==> src/design/top_k_score_table_macros.svh <==
// ----------------------------------------------------------------------------
// Assertion macros for the top-k score table
// Shared concurrent assertion wrappers, clocked on clk.
// ----------------------------------------------------------------------------
`ifndef TOP_K_SCORE_TABLE_MACROS_SVH
`define TOP_K_SCORE_TABLE_MACROS_SVH

// Checked only while reset is low.
`define TKST_ASSERT(lbl, prop, msg) \
  lbl: assert property (@(posedge clk) disable iff (rst) prop) else $error(msg);

// Checked on every edge, reset included.
`define TKST_ASSERT_ALWAYS(lbl, prop, msg) \
  lbl: assert property (@(posedge clk) prop) else $error(msg);

`endif

==> src/design/tkst_pkg.sv <==
// ----------------------------------------------------------------------------
// tkst_pkg
// Types, sizes and helpers shared by the top-k score table modules.
// ----------------------------------------------------------------------------
`timescale 1ns / 1ps
`default_nettype none

package tkst_pkg;

  localparam int ENTRIES = 10;
  localparam int IDX_W   = (ENTRIES > 1) ? $clog2(ENTRIES) : 1;
  localparam int CNT_W   = $clog2(ENTRIES + 1);
  localparam int RANK_W  = 4;
  localparam int VAL_W   = 16;

  localparam logic [CNT_W-1:0] ENTRIES_CNT = CNT_W'(ENTRIES);
  localparam logic [IDX_W-1:0] LAST_IDX    = IDX_W'(ENTRIES - 1);

  localparam logic MODE_INSERT = 1'b0;
  localparam logic MODE_READ   = 1'b1;

  typedef struct packed {
    logic [VAL_W-1:0] kills;
    logic [VAL_W-1:0] score;
    logic [VAL_W-1:0] tag;
  } entry_t;

  localparam int ENTRY_W = $bits(entry_t);

  typedef struct packed {
    logic             rd_en;
    logic [IDX_W-1:0] rd_addr;
    logic             wr_en;
    logic [IDX_W-1:0] wr_addr;
    entry_t           wr_data;
  } mem_req_t;

  typedef struct packed {
    logic [RANK_W-1:0] placed_rank;
    logic              dropped;
    logic              entry_valid;
    logic [VAL_W-1:0]  out_tag;
    logic [VAL_W-1:0]  out_score;
    logic [VAL_W-1:0]  out_kills;
    logic [RANK_W-1:0] entry_count;
  } res_t;

  // A count narrowed or widened to the four-bit result field.
  function automatic logic [RANK_W-1:0] cnt_to_field(input logic [CNT_W-1:0] c);
    logic [CNT_W+RANK_W-1:0] e;
    e = {{RANK_W{1'b0}}, c};
    return e[RANK_W-1:0];
  endfunction

  // A requested rank as a table index; only used once it is known in range.
  function automatic logic [IDX_W-1:0] rank_to_idx(input logic [RANK_W-1:0] r);
    logic [IDX_W+RANK_W-1:0] e;
    e = {{IDX_W{1'b0}}, r};
    return e[IDX_W-1:0];
  endfunction

  function automatic logic [CNT_W-1:0] idx_to_cnt(input logic [IDX_W-1:0] i);
    logic [CNT_W+IDX_W-1:0] e;
    e = {{CNT_W{1'b0}}, i};
    return e[CNT_W-1:0];
  endfunction

  function automatic logic rank_below(input logic [RANK_W-1:0] r,
                                      input logic [CNT_W-1:0]  c);
    logic [CNT_W+RANK_W-1:0] er;
    logic [CNT_W+RANK_W-1:0] ec;
    er = {{CNT_W{1'b0}}, r};
    ec = {{RANK_W{1'b0}}, c};
    return er < ec;
  endfunction

endpackage

`default_nettype wire

==> src/design/tkst_ram.sv <==
// ----------------------------------------------------------------------------
// tkst_ram
// Simple dual-port synchronous RAM, one write and one registered read port.
// ----------------------------------------------------------------------------
`timescale 1ns / 1ps
`default_nettype none

module tkst_ram #(
  parameter int WIDTH = 48,
  parameter int DEPTH = 10,
  parameter int AW    = 4
) (
  input  wire logic             clk,
  input  wire logic             wr_en,
  input  wire logic [AW-1:0]    wr_addr,
  input  wire logic [WIDTH-1:0] wr_data,
  input  wire logic             rd_en,
  input  wire logic [AW-1:0]    rd_addr,
  output logic      [WIDTH-1:0] rd_data
);

  logic [WIDTH-1:0] mem [DEPTH];

  always_ff @(posedge clk) begin
    if (wr_en) begin
      mem[wr_addr] <= wr_data;
    end
  end

  always_ff @(posedge clk) begin
    if (rd_en) begin
      rd_data <= mem[rd_addr];
    end
  end

endmodule

`default_nettype wire

==> src/design/tkst_seq.sv <==
// ----------------------------------------------------------------------------
// tkst_seq
// Sequencer: insert scans from the bottom, shifts down, places; read fetches.
// ----------------------------------------------------------------------------
`timescale 1ns / 1ps
`default_nettype none
`include "top_k_score_table_macros.svh"

module tkst_seq
  import tkst_pkg::*;
(
  input  wire logic              clk,
  input  wire logic              rst,
  input  wire logic              in_valid,
  output logic                   in_ready,
  input  wire logic              in_mode,
  input  wire logic [VAL_W-1:0]  in_tag,
  input  wire logic [VAL_W-1:0]  in_score,
  input  wire logic [VAL_W-1:0]  in_kills,
  input  wire logic [RANK_W-1:0] in_rank,
  output mem_req_t               mem_req,
  input  wire entry_t            rd_data,
  output res_t                   res,
  output logic                   res_valid,
  input  wire logic              res_ready
);

  typedef enum logic [4:0] {
    S_IDLE   = 5'b00001,
    S_SCAN   = 5'b00010,
    S_RDWAIT = 5'b00100,
    S_PLACE  = 5'b01000,
    S_DONE   = 5'b10000
  } state_t;

  state_t           state, state_next;
  logic [CNT_W-1:0] valid_count, valid_count_next;
  logic [IDX_W-1:0] scan_idx, scan_idx_next;
  logic [CNT_W-1:0] pos, pos_next;
  res_t             res_next;
  entry_t           item;
  logic [CNT_W-1:0] count_m1;

  assign count_m1  = valid_count - 1'b1;
  assign res_valid = (state == S_DONE);

  always_comb begin
    state_next       = state;
    valid_count_next = valid_count;
    scan_idx_next    = scan_idx;
    pos_next         = pos;
    res_next         = res;
    mem_req          = '0;
    in_ready         = 1'b0;
    case (state)
      S_IDLE: begin
        in_ready = 1'b1;
        if (in_valid) begin
          res_next             = '0;
          res_next.placed_rank = cnt_to_field(ENTRIES_CNT);
          res_next.entry_count = cnt_to_field(valid_count);
          if (in_mode == MODE_INSERT) begin
            if (valid_count == '0) begin
              pos_next   = '0;
              state_next = S_PLACE;
            end else begin
              mem_req.rd_en   = 1'b1;
              mem_req.rd_addr = count_m1[IDX_W-1:0];
              scan_idx_next   = count_m1[IDX_W-1:0];
              state_next      = S_SCAN;
            end
          end else if (rank_below(in_rank, valid_count)) begin
            mem_req.rd_en   = 1'b1;
            mem_req.rd_addr = rank_to_idx(in_rank);
            state_next      = S_RDWAIT;
          end else begin
            state_next = S_DONE;
          end
        end
      end
      S_SCAN: begin
        // rd_data holds the entry at scan_idx; lower scores move down one place.
        if (rd_data.score < item.score) begin
          if (scan_idx != LAST_IDX) begin
            mem_req.wr_en   = 1'b1;
            mem_req.wr_addr = scan_idx + 1'b1;
            mem_req.wr_data = rd_data;
          end
          if (scan_idx == '0) begin
            pos_next   = '0;
            state_next = S_PLACE;
          end else begin
            mem_req.rd_en   = 1'b1;
            mem_req.rd_addr = scan_idx - 1'b1;
            scan_idx_next   = scan_idx - 1'b1;
          end
        end else begin
          pos_next   = idx_to_cnt(scan_idx) + 1'b1;
          state_next = S_PLACE;
        end
      end
      S_PLACE: begin
        // A full table with nothing lower than the new score leaves pos at ENTRIES.
        if (pos != ENTRIES_CNT) begin
          mem_req.wr_en        = 1'b1;
          mem_req.wr_addr      = pos[IDX_W-1:0];
          mem_req.wr_data      = item;
          res_next.placed_rank = cnt_to_field(pos);
          res_next.dropped     = (valid_count == ENTRIES_CNT);
          if (valid_count != ENTRIES_CNT) begin
            valid_count_next     = valid_count + 1'b1;
            res_next.entry_count = cnt_to_field(valid_count + 1'b1);
          end
        end
        state_next = S_DONE;
      end
      S_RDWAIT: begin
        res_next.entry_valid = 1'b1;
        res_next.out_tag     = rd_data.tag;
        res_next.out_score   = rd_data.score;
        res_next.out_kills   = rd_data.kills;
        state_next           = S_DONE;
      end
      S_DONE: begin
        if (res_ready) begin
          state_next = S_IDLE;
        end
      end
      default: begin
        state_next = S_IDLE;
      end
    endcase
  end

  always_ff @(posedge clk) begin
    if (rst) begin
      state       <= S_IDLE;
      valid_count <= '0;
    end else begin
      state       <= state_next;
      valid_count <= valid_count_next;
    end
  end

  always_ff @(posedge clk) begin
    scan_idx <= scan_idx_next;
    pos      <= pos_next;
    res      <= res_next;
    if (in_valid && in_ready) begin
      item.tag   <= in_tag;
      item.score <= in_score;
      item.kills <= in_kills;
    end
  end

  `TKST_ASSERT(a_reset_idle, $past(rst) |-> state == S_IDLE, "not idle after reset")
  `TKST_ASSERT(a_count_max, valid_count <= ENTRIES_CNT, "entry count above table size")
  `TKST_ASSERT(a_port_clash, mem_req.rd_en && mem_req.wr_en |-> mem_req.rd_addr != mem_req.wr_addr, "read and write hit the same entry")
  `TKST_ASSERT(a_unplaced_no_drop, res_valid && res.placed_rank == cnt_to_field(ENTRIES_CNT) |-> !res.dropped, "drop reported for an entry that was not placed")
  `TKST_ASSERT(a_count_step, valid_count != $past(valid_count) |-> $past(state) == S_PLACE && valid_count == $past(valid_count) + 1'b1, "entry count changed outside placement")

endmodule

`default_nettype wire

==> src/design/top_k_score_table.sv <==
// ----------------------------------------------------------------------------
// top_k_score_table
// Table of the best-scoring entries kept in descending score order.
// ----------------------------------------------------------------------------
//  Channel   Dir  Content
//  s_axis    in   tuser: mode; tdata: player_tag, new_score, new_kills, read_rank
//  m_axis    out  tdata: placed_rank, dropped, entry_valid, out_tag, out_score,
//                 out_kills, entry_count
//
// An insert scans the valid entries, if any, and then places the new entry:
// the scan reads one table entry per cycle from the bottom of the valid entries
// through the single read port of the table RAM, moving lower scores down.
// A read returns the ranked entry, or none if the rank is not below the entry count.
// One transaction is in work at a time.
// The result register lets the next transaction be accepted while a result waits.
// Reset empties the table at once by clearing the entry count.
// ----------------------------------------------------------------------------
`timescale 1ns / 1ps
`default_nettype none

module top_k_score_table
  import tkst_pkg::*;
(
  input  wire logic        clk,
  input  wire logic        rst,
  input  wire logic        s_axis_tvalid,
  output logic             s_axis_tready,
  input  wire logic [55:0] s_axis_tdata,  // player_tag, new_score, new_kills, read_rank, pad
  input  wire logic [0:0]  s_axis_tuser,  // mode
  output logic             m_axis_tvalid,
  input  wire logic        m_axis_tready,
  output logic [63:0]      m_axis_tdata   // placed_rank, dropped, entry_valid, out_tag,
                                          // out_score, out_kills, entry_count, pad
);

  mem_req_t mem_req;
  entry_t   rd_data;
  logic [ENTRY_W-1:0] rd_word;
  res_t     res;
  logic     res_valid;
  logic     res_ready;

  tkst_ram #(
    .WIDTH (ENTRY_W),
    .DEPTH (ENTRIES),
    .AW    (IDX_W)
  ) u_ram (
    .clk     (clk),
    .wr_en   (mem_req.wr_en),
    .wr_addr (mem_req.wr_addr),
    .wr_data (mem_req.wr_data),
    .rd_en   (mem_req.rd_en),
    .rd_addr (mem_req.rd_addr),
    .rd_data (rd_word)
  );

  assign rd_data = rd_word;

  tkst_seq u_seq (
    .clk       (clk),
    .rst       (rst),
    .in_valid  (s_axis_tvalid),
    .in_ready  (s_axis_tready),
    .in_mode   (s_axis_tuser[0]),
    .in_tag    (s_axis_tdata[15:0]),
    .in_score  (s_axis_tdata[31:16]),
    .in_kills  (s_axis_tdata[47:32]),
    .in_rank   (s_axis_tdata[51:48]),
    .mem_req   (mem_req),
    .rd_data   (rd_data),
    .res       (res),
    .res_valid (res_valid),
    .res_ready (res_ready)
  );

  assign res_ready = !m_axis_tvalid || m_axis_tready;

  always_ff @(posedge clk) begin
    if (rst) begin
      m_axis_tvalid <= 1'b0;
    end else if (res_valid && res_ready) begin
      m_axis_tvalid <= 1'b1;
    end else if (m_axis_tready) begin
      m_axis_tvalid <= 1'b0;
    end
  end

  always_ff @(posedge clk) begin
    if (res_valid && res_ready) begin
      m_axis_tdata <= {6'b0, res.entry_count, res.out_kills, res.out_score,
                       res.out_tag, res.entry_valid, res.dropped, res.placed_rank};
    end
  end

endmodule

`default_nettype wire

==> config.mk <==
export PLATFORM = sky130hd
export DESIGN_NAME = top_k_score_table
export DESIGN_NICKNAME = d
export VERILOG_FILES = /design/src/design/tkst_pkg.sv /design/src/design/tkst_ram.sv /design/src/design/tkst_seq.sv /design/src/design/top_k_score_table.sv
export VERILOG_INCLUDE_DIRS = /design/src /design/src/design
export SDC_FILE = /design/constraint.sdc
export NUM_CORES = 1
export LEC_CHECK = 0
export BUFFER_PORTS_ARGS = -buffer_cell sky130_fd_sc_hd__buf_2
export CORE_MARGIN = 3
export CORE_UTILIZATION = 55
export DETAILED_ROUTE_END_ITERATION = 7
export GPL_TIMING_DRIVEN = 1
export PLACE_DENSITY = 0.79
export SLEW_MARGIN = 10
export SYNTH_ARGS = -nofsm -noshare
export SYNTH_HDL_FRONTEND = slang
export SYNTH_HIERARCHICAL = 1
export SYNTH_SLANG_ARGS = --single-unit
==> constraint.sdc <==
create_clock -name clk -period 6.2 [get_ports clk]
set_clock_uncertainty 0.1 [all_clocks]
set_input_delay 0.62 -clock clk [delete_from_list [all_inputs] [get_ports clk]]
set_output_delay 0.62 -clock clk [all_outputs]
set_load 0.03 [all_outputs]
== Word-level counts from Yosys, hierarchy flattened ==
Memories as Yosys holds them, arrays and structs flattened. A register that Yosys moved wholly into a read port is not among the register bits.
Index checks and enable logic that the tools add are counted.
Storage, ports and cells
  output and inout bits: 66
  memories kept: 1
  register bits after elaboration: 182
  input bits: 61
  memory bits (writable): 480
Memory list
  u_ram.mem: words 10, width 48, rd ports 1, clocked after Yosys merged registers in 1, write ports 1, RTL line tkst_ram.sv:22  | logic [WIDTH-1:0] mem [DEPTH];
Operators by class
  $add $sub $neg: 4
  muxes and demuxes: 42
  reduce and logical (&&, ||, !) cells: 18
  equality and inequality tests: 19
  $lt $le $gt $ge: 2
Operators by type and width (count)
  $mux W58: 2
  $mux W53: 2
  $pmux W53 S2: 1
  $pmux W49 S2: 1
  $mux W5: 12
  $mux W4: 13
  $pmux W4 S2: 3
  $pmux W5 S2: 2
  $pmux W5 S4: 1
  $lt A16 B16 Y1: 1
  $ne A4 B4 Y1 const B: 3
  $ne A2 B1 Y1 const B: 5
  $reduce_and A3 Y1: 3
  $add A4 B1 Y4 const B: 2
  $logic_not A4 Y1: 2
  $ne A2 B2 Y1 const B: 4
  $reduce_bool A2 Y1: 4
  $sub A4 B1 Y4 const B: 2
  $reduce_and A6 Y1: 1
  $eq A5 B1 Y1 const B: 1
  $eq A5 B2 Y1 const B: 1
  $eq A5 B3 Y1 const B: 1
  $eq A5 B4 Y1 const B: 1
  $eq A5 B5 Y1 const B: 1
  other kinds (11): 16

== Depth between registers and ports, before layout ==
  word-level depth: 6
  depth in mapped cells: 15
  mapped depth without buffers: 11

== Hierarchy ==
Netlist, hierarchy kept.
Modules (own cells, without submodules)
  tkst_ram: area an instance 20191.9 um^2, times used 1, cells an instance 1038
  tkst_seq: area an instance 5690.5 um^2, times used 1, cells an instance 432
  top_k_score_table: area an instance 1845.5 um^2, times used 1, cells an instance 70

== Worst setup path before layout ==
No wires, ideal clock.
  kind: flip-flop to flip-flop
  start: register u_ram.rd_data[29] (read register of u_ram.mem)
  end: memory u_ram.mem[0][0], enable pin
  stages on the path, launching flop included: 11
  path slack: 0.003 ns
  buffers on the path: 1
  arrival time: 5.584 ns
  required time: 5.587 ns
  cell sequence: edfxtp_1 -> ha_1 -> and4_1 -> nand3_1 -> a221o_1 -> nand3_2 -> nor2_1 -> buf_2 -> a21o_1 -> or3b_2 -> nor3_1
RTL lines
  from (decl): RTL line tkst_ram.sv:19  | output logic [WIDTH-1:0] rd_data
  to (decl): RTL line tkst_ram.sv:22

==> results.md <==
* Synth area leader: edfxtp_1
* Area of the multi-input gates at 6030 sq um
* Clk root buf: clkbuf_16
* Via density at 5.94
* Hold Fails Final Rpt at 0
* Fraction of registers with async set/reset at 0%
* # diodes at 0
* Final Cycle Share at 76.5%
* Worst Max-Slew Pin Slew at 0.968 ns
* Hold Path Depth at 1
* # fillers at 3312
* Setup CP Type: flop to flop
* Synth top cells by count: edfxtp_1, mux2_2, mux2i_1
* Clock sink total at 710
* Avg Inst Size Synth at 18.0 sq um
* Vias in the first global route at 14300
* Status: finished, violations left
* Slew headroom at 35.3%
* Leak pwr at 9.91 nW
* TritonCTS clock tree: yes
* Register bit total from synthesis at 710
* Worst-case clock buffer depth at 3
* Nets at 1766
* Power Density at 323 nW/um^2
* DRT Pass-1 Iters at 8
* Slew Viols, Final at 0
* Post-route ant nets at 0
* Power after layout at 10.1 mW
* Clock Pin Slew Worst Setup and Hold Paths at 0.06 ns
* Top cells by area, synth: edfxtp_1, mux2_2, mux2i_1
* Post-Route WL at 55600 um
* Distinct cells, synth at 57
* Post-synthesis sequential area ratio at 76.5%
* Total grt overflow at 0
* GRT Resource Usage Total at 21.0%
* Path depth of the worst reg2reg path at 11
* Top_reg_cell synth: edfxtp_1
* Most frequent cell after synthesis: edfxtp_1
* Synthesis warning total at 6
* RSZ-0062 raised after global routing: false
* Resized cells post-CTS at 0
* Die Span Y at 231 um
* Starting Density at 56.2%
* Hold buffers post-CTS at 0
* Area of the core at 49400 sq um
* Synthesized area at 27700 sq um
* Routed via count at 14200
* Die area at 53100 sq um
* Routability Congestion at 0.788
* Area growth from synthesis to final layout at 13.1%
* Total negative slack at 0 ns
* F_max at 211 MHz
* TritonCTS Buffers at 71
* Crit path required time at 6.42 ns
* Initial antenna violation count at 1
* Initial drt markers at 1339
* DPL Wire Length at 28700 um
* Crit path DAT at 4.96 ns
* Final Util at 63.5%
* Max-cap violations at 0
* Share of cells above drive strength 1 at 24.6%
* Largest net degree at the start of global routing at 73
* Rows at 81
* Later-pin clock latency in the skew report at 0.60 ns
* Port buffer count at 116
* DR WL/cell at 23.2 um
* Largest fanout on the critical path at 72
* DR DRC count at 1
* Hold Path Class: primary input to flop
* Mapped Cells at 1540
* Postcts setup bufs at 0
* Failing checks: design-rule violations
* I/O pin cnt at 127
* Post-synth EDFFs at 700
* Worst path slowest cell: o22ai_4
* Worst path max stage delay at 0.78 ns
* Post-DP Area at 29100 sq um
* Final instance area at 31400 sq um
* Register Area at 21200 sq um
* Global-route wire length before repair at 83800 um
* Share of the synthesized area in the top cell type at 75.8%
* Critical path endpoint category: flop
* Crit start category: flop
* Die X-Extent at 231 um
* Peak VDD IR at 0.000200 V
* CTS H-tree lvls at 3
* Crit-path cells: ha_1 -> a21oi_1 -> o21ai_0 -> a211oi_2 -> nand3_2 -> or3b_1 -> o22ai_4 -> buf_12 -> mux2_2 -> o22ai_1 -> o31ai_1
* Min cycle time layout at 4.74 ns
* Final setup viols at 0
[cell usage in the layout, fill, tap and decap left out, types with 28 or more instances in the layout]
cell and n:
a22o_1 97, and2_1 50, mux2_2 144, o22ai_1 49, o31ai_1 49, nand2_1 62
clkbuf_16 74, mux2i_1 99, edfxtp_1 700, buf_4 28, buf_2 116
[state kept, by name, summed over array words and instances, names as in the netlist]
signal and cells:
u_ram/rd_data 48, u_seq/state 5, m_axis_tdata 58, m_axis_tvalid 1, u_ram/mem 480, u_seq/pos 4, u_seq/valid_count 4, u_seq/res 58
u_seq/scan_idx 4, u_seq/item 48
[through the flow]
step	hold slack, ns	setup slack (ns)	instances
2_1_floorplan	0.300	0.00339	1545
3_3_place_gp	0.301	1.58	2270
3_5_place_dp	0.305	1.51	2270
4_1_cts	0.0456	1.48	2397
5_1_grt	0.0607	1.30	2397
6_report	0.0852	1.46	2397
[area by class of cell]
type	count	area share, %
Clock buffer	89	6.15
Inverter	28	0.335
Clock inverter	38	1.20
Multi-Input combinational cell	720	19.2
Sequential cell	710	67.7
Tap cell	664	2.65
Timing Repair Buffer	148	2.78
[power by group]
| part | internal [mW] | leakage [nW] | switching (mW) | total (mW) |
|---|---|---|---|---|
| clock network | 2.50 | 1.13 | 1.72 | 4.22 |
| registers | 5.42 | 6.20 | 0.0562 | 5.48 |
| logic | 0.137 | 2.58 | 0.293 | 0.430 |
[worst max-delay path, delay by kind of cell (launching register included)]
| kind | cells | cell delay [ns] |
|---|---|---|
| buf+inv | 1 | 0.45 |
| flops | 1 | 0.45 |
| simple gates | 2 | 0.85 |
| compound gates | 6 | 1.80 |
| fa+ha+maj | 1 | 0.35 |
| mux | 1 | 0.40 |
[metal layers]
metal	up-vias	global-route usage, %	share of wire (%)
met4	0	8.18	3.0
met1	7179	28.8	41
met5	-	0	0
met2	599	33.6	48
li1	6340	-	-
met3	121	3.95	7.9
[cell families (layout without fill, tap and decap cells)]
group,count (synthesis),in the layout,share of synthesized area [%]
XOR/XNOR,11,11,0.347
other,1,6,0.0135
multiplexers,243,243,9.42
adder cells (fa/ha/maj),26,26,1.17
AND/OR/NAND/NOR,194,194,3.63
flip-flops,710,710,76.5
buffers and inverters,115,303,2.30
AO/OA/AOI/OAI,240,240,6.58
[final timing paths]
| path | from | endpoint | slack [ns] |
|---|---|---|---|
| min | s_axis_tdata[36] | u_seq/item[36] | 0.09 |
| max | u_ram/rd_data[25] | u_ram/rd_data[25] | 1.46 |
| min reg2reg | u_seq/res[42] | m_axis_tdata[12] | 0.31 |
| max reg2reg | u_ram/rd_data[25] | u_ram/rd_data[25] | 1.46 |
(Power assumes the default switching activity.)
